--- src/sv/ugac_pkg.sv ---
`default_nettype none
package ugac_pkg;

    // Field widths fixed by the interface.
    localparam int ID_W  = 6;
    localparam int CS_W  = 12;
    localparam int DIM_W = 9;
    localparam int RC_W  = 8;

    // Operation codes.
    localparam logic [1:0] MODE_ADD    = 2'd0;
    localparam logic [1:0] MODE_REMOVE = 2'd1;
    localparam logic [1:0] MODE_UPDATE = 2'd2;
    localparam logic [1:0] MODE_CHECK  = 2'd3;

    // Result status codes.
    localparam logic [1:0] STAT_OK      = 2'd0;
    localparam logic [1:0] STAT_UNKNOWN = 2'd1;
    localparam logic [1:0] STAT_FULL    = 2'd2;

    // Configuration register indexes.
    localparam logic [1:0] CFG_CELL_SIZE = 2'd0;
    localparam logic [1:0] CFG_GRID_COLS = 2'd1;
    localparam logic [1:0] CFG_GRID_ROWS = 2'd2;

    // What the cell walk is doing.
    localparam logic [1:0] PH_REM = 2'd0;
    localparam logic [1:0] PH_CHK = 2'd1;
    localparam logic [1:0] PH_REG = 2'd2;

    typedef struct packed {
        logic box;
        logic cnt;
        logic mem;
    } ugac_we_t;

endpackage
`default_nettype wire

--- src/sv/ugac_div.sv ---
`default_nettype none
// Restoring divider, one quotient bit per cycle.
module ugac_div
    import ugac_pkg::*;
#(
    parameter int DVD_W = 13
) (
    input  wire logic             aclk,
    input  wire logic             aresetn,
    input  wire logic             start,
    input  wire logic [DVD_W-1:0] dividend,
    input  wire logic [CS_W-1:0]  divisor,
    output logic                  done,
    output logic [DVD_W-1:0]      quotient
);
    localparam int CNT_W = $clog2(DVD_W + 1);

    logic [CS_W-1:0]  rem_reg;
    logic [DVD_W-1:0] quo_reg;
    logic [CNT_W-1:0] cnt_reg;
    logic             busy_reg;
    logic             done_reg;
    logic [CS_W:0]    trial;
    logic             take;

    assign trial = {rem_reg, quo_reg[DVD_W-1]};
    assign take  = trial >= {1'b0, divisor};

    always_ff @(posedge aclk) begin
        if (!aresetn) begin
            busy_reg <= 1'b0;
            done_reg <= 1'b0;
            cnt_reg  <= '0;
        end else begin
            done_reg <= 1'b0;
            if (start) begin
                busy_reg <= 1'b1;
                cnt_reg  <= CNT_W'(DVD_W);
            end else if (busy_reg) begin
                cnt_reg <= cnt_reg - CNT_W'(1);
                if (cnt_reg == CNT_W'(1)) begin
                    busy_reg <= 1'b0;
                    done_reg <= 1'b1;
                end
            end
        end
    end

    always_ff @(posedge aclk) begin
        if (start) begin
            rem_reg <= '0;
            quo_reg <= dividend;
        end else if (busy_reg) begin
            rem_reg <= take ? CS_W'(trial - {1'b0, divisor}) : trial[CS_W-1:0];
            quo_reg <= {quo_reg[DVD_W-2:0], take};
        end
    end

    assign done     = done_reg;
    assign quotient = quo_reg;
endmodule
`default_nettype wire

--- config.mk ---
export PLATFORM = sky130hd
export DESIGN_NAME = ugac_div
export DESIGN_NICKNAME = d
export VERILOG_FILES = /design/src/sv/ugac_pkg.sv /design/src/sv/ugac_div.sv
export SDC_FILE = /design/constraint.sdc
export NUM_CORES = 1
export LEC_CHECK = 0
export CAP_MARGIN = 15
export CORE_MARGIN = 8
export CORE_UTILIZATION = 25
export DETAILED_ROUTE_END_ITERATION = 6
export DONT_BUFFER_PORTS = 1
export PLACE_DENSITY = 0.47
export SETUP_SLACK_MARGIN = 0.4
export SYNTH_ARGS = -nofsm -noshare
export SYNTH_HDL_FRONTEND = slang
export SYNTH_SLANG_ARGS = --single-unit
--- constraint.sdc ---
create_clock -name aclk -period 3.67 [get_ports aclk]
set_input_delay 0.367 -clock aclk [delete_from_list [all_inputs] [get_ports aclk]]
set_output_delay 0.367 -clock aclk [all_outputs]
set_load 0.02 [all_outputs]
==> reports/results.txt <==
Syn nets = 257
GPL Wtd Cong = 0.750
Rows = 32
Num CTS Buffers = 5
Sequential area share after synthesis = 0.376
CTS sink cnt = 31
Place WS = 1.07 ns
Root buf cell = clkbuf_8
Tmin final = 2.59 ns
Top delay family on crit path = compound AO/OA/AOI/OAI gates
Endpoint class of the critical path = flip-flop
Drt total wl = 4650 um
EDFF count, synth = 13
Avg Cell Area, Syn = 9.34 um^2
Most frequent cells in the layout = nor2_1 (22), nand2_1 (20), dfxtp_1 (18)
DIE HEIGHT = 105 um
Wire length per cell = 14.7 um
Cts repair resizes = 0
Pwr Density = 454 nW/um^2
Final Hold Viols = 0
Flops & latches, synth = 31
Die X = 105 um
Crit path buf inv count = 1
DP Wirelength = 3540 um
Largest net degree at the start of global routing = 29
Max Clk Rate = 0.387 GHz
Worst-margin pin slew = 0.596 ns
Worst-path maximum fanout = 4
Initial antenna violation count = 0
Required time worst endpoint = 3.86 ns
# setup viols final = 0
N_diodes = 0
CTS tree = done
Worst IR Drop VDD = 0.000113 V
Register area = 751 um^2
Vias per cell = 4.79
Iter 0 DRT Violations = 133
PnR worst setup slack = 1.08 ns
Core box area = 7730 um^2
ANT nets after route = 0
Total congestion overflow = 0
Number of filler cells placed in the layout = 818
Post-CTS Setup Inserts = 0
CP Cell Sequence = inv_1 -> ha_1 -> fa_1 -> nor2b_1 -> o21bai_1 -> a21boi_0 -> o41ai_1 -> xor2_1 -> o21ai_0
Hold_ws = 0.147 ns
Post-Synthesis Cell Area = 2000 um^2
Cts hold-fix bufs = 0
H-tree Lvls = 2
Total Nets Final = 256
Yosys warns = 0
Ys async rst share = 0
Leakage = 0.850 nW
Number of max-cap violations = 0
Min-Delay Path Class = primary input to flip-flop
DRC = 0
Final Cycle Share = 0.705
Fin. max-slew vios = 0
Primary FF master, synth = dfxtp_1
Outcome = finished clean
Crit path DAT = 2.78 ns
Post-Synthesis Cells = 214
Yosys cell types = 48
Layout cell share with drive strength beyond 1 = 0.154
Crit start category = flip-flop
Critical path's largest stage delay = 0.49 ns
Placed cell areas = 2090 um^2
Detailed Routing Iterations Pass 1 = 4
Clock latency on the worst-skew pair = 0.29 ns
Largest register FFs = 13
Worst Skew = 0.0108 ns
RSZ-0062 raised after global routing = false
IO Port Bufs = 0
Post-synth top area cell = edfxtp_1
IO Pins = 42
First-pass GRT wire length = 7550 um
Initial Util = 0.259
CTS Buffer Depth = 2
Area of the multi-input gates = 1130 um^2
Setup TNS = 0 ns
Slowest CP cell = edfxtp_1
Vias post-DR = 1515
P&R area growth vs syn = 10.4%
Tot GR Track Use = 0.0828
Number of global-route vias before repair = 1464
Top cells by area, synth = edfxtp_1 (20%), dfxtp_1 (18%), ha_1 (8.8%), mux2_2 (7.3%), nor2_1 (4.1%)
Design area = 2210 um^2
Clock-pin slew on the worst setup and hold paths = 0.08 ns
Commonest non-fill, non-tap cell in the layout = nor2_1
DIE AREA = 11100 um^2
Slew HR = 0.602
Post-synth top area share = 0.195
Critical path class = flip-flop to flip-flop
Total Power = 1.00 mW
## metal layers
layer	share of wire	vias up	track usage
met4	0.016	0	0.0336
met2	0.50	33	0.142
li1	-	771	-
met3	0.047	7	0.0207
met1	0.43	704	0.0962
met5	0	-	0
## power breakdown
group / total (mW) / switching [mW] / internal (mW)
combinational: 0.201 / 0.111 / 0.0901
sequential: 0.444 / 0.0475 / 0.396
clock: 0.356 / 0.136 / 0.220
## synthesized netlist by cell type, types with 2 or more instances
library cell,number
nor3_1,2
a21oi_1,11
inv_1,17
dfxtp_1,18
nor4b_1,2
mux2_2,13
or3_1,3
a211oi_2,2
a21o_1,3
ha_1,14
a311oi_1,7
a31oi_1,3
buf_1,2
nor2b_1,2
clkbuf_1,5
edfxtp_1,13
nand3_1,5
nand2_1,20
nor2_1,22
a41oi_1,2
o21a_1,3
xor2_1,4
o21ai_0,10
nor3b_1,3
xnor2_1,5
## worst register-to-register path: stages (launching register included)
cell	delay, ns
edfxtp_1	0.49
inv_1	0.10
ha_1	0.23
fa_1	0.41
nor2b_1	0.18
o21bai_1	0.07
a21boi_0	0.45
o41ai_1	0.16
xor2_1	0.16
o21ai_0	0.24
## path summary, 6_finish.rpt
check	depth (start not counted)	start	to	slack, ns
hold reg to reg	2	rem_reg[1]	rem_reg[2]	0.49
setup reg to reg	9	quotient[12]	rem_reg[8]	1.08
hold / removal	1	start	rem_reg[2]	0.15
setup / recovery	9	quotient[12]	rem_reg[8]	1.08
## layout make-up
type	count	share of cell area
clock buffer	6	0.0374
clock inverter	2	0.0159
inverter	18	0.0306
multi-input combinational	156	0.514
sequential	31	0.340
tap	102	0.0579
timing repair buffer	1	0.00340
## stage by stage
step | util | cells
after detailed placement | 0.270 | 308
after CTS | 0.285 | 316
final | 0.285 | 316
after global routing | 0.285 | 316
after global placement | 0.270 | 308
after floorplan | - | 214
## cell families (layout without fill, tap and decap cells)
group	after synthesis	after routing	share of synthesized area
multiplexers	15	15	0.0858
flip-flops	31	31	0.376
AND/OR/NAND/NOR	62	62	0.145
buffers and inverters	27	27	0.0564
XOR/XNOR	9	9	0.0394
AO/OA/AOI/OAI	55	55	0.200
adder cells (fa/ha/maj)	15	15	0.0977
Power figures use the tool's default switching activity.
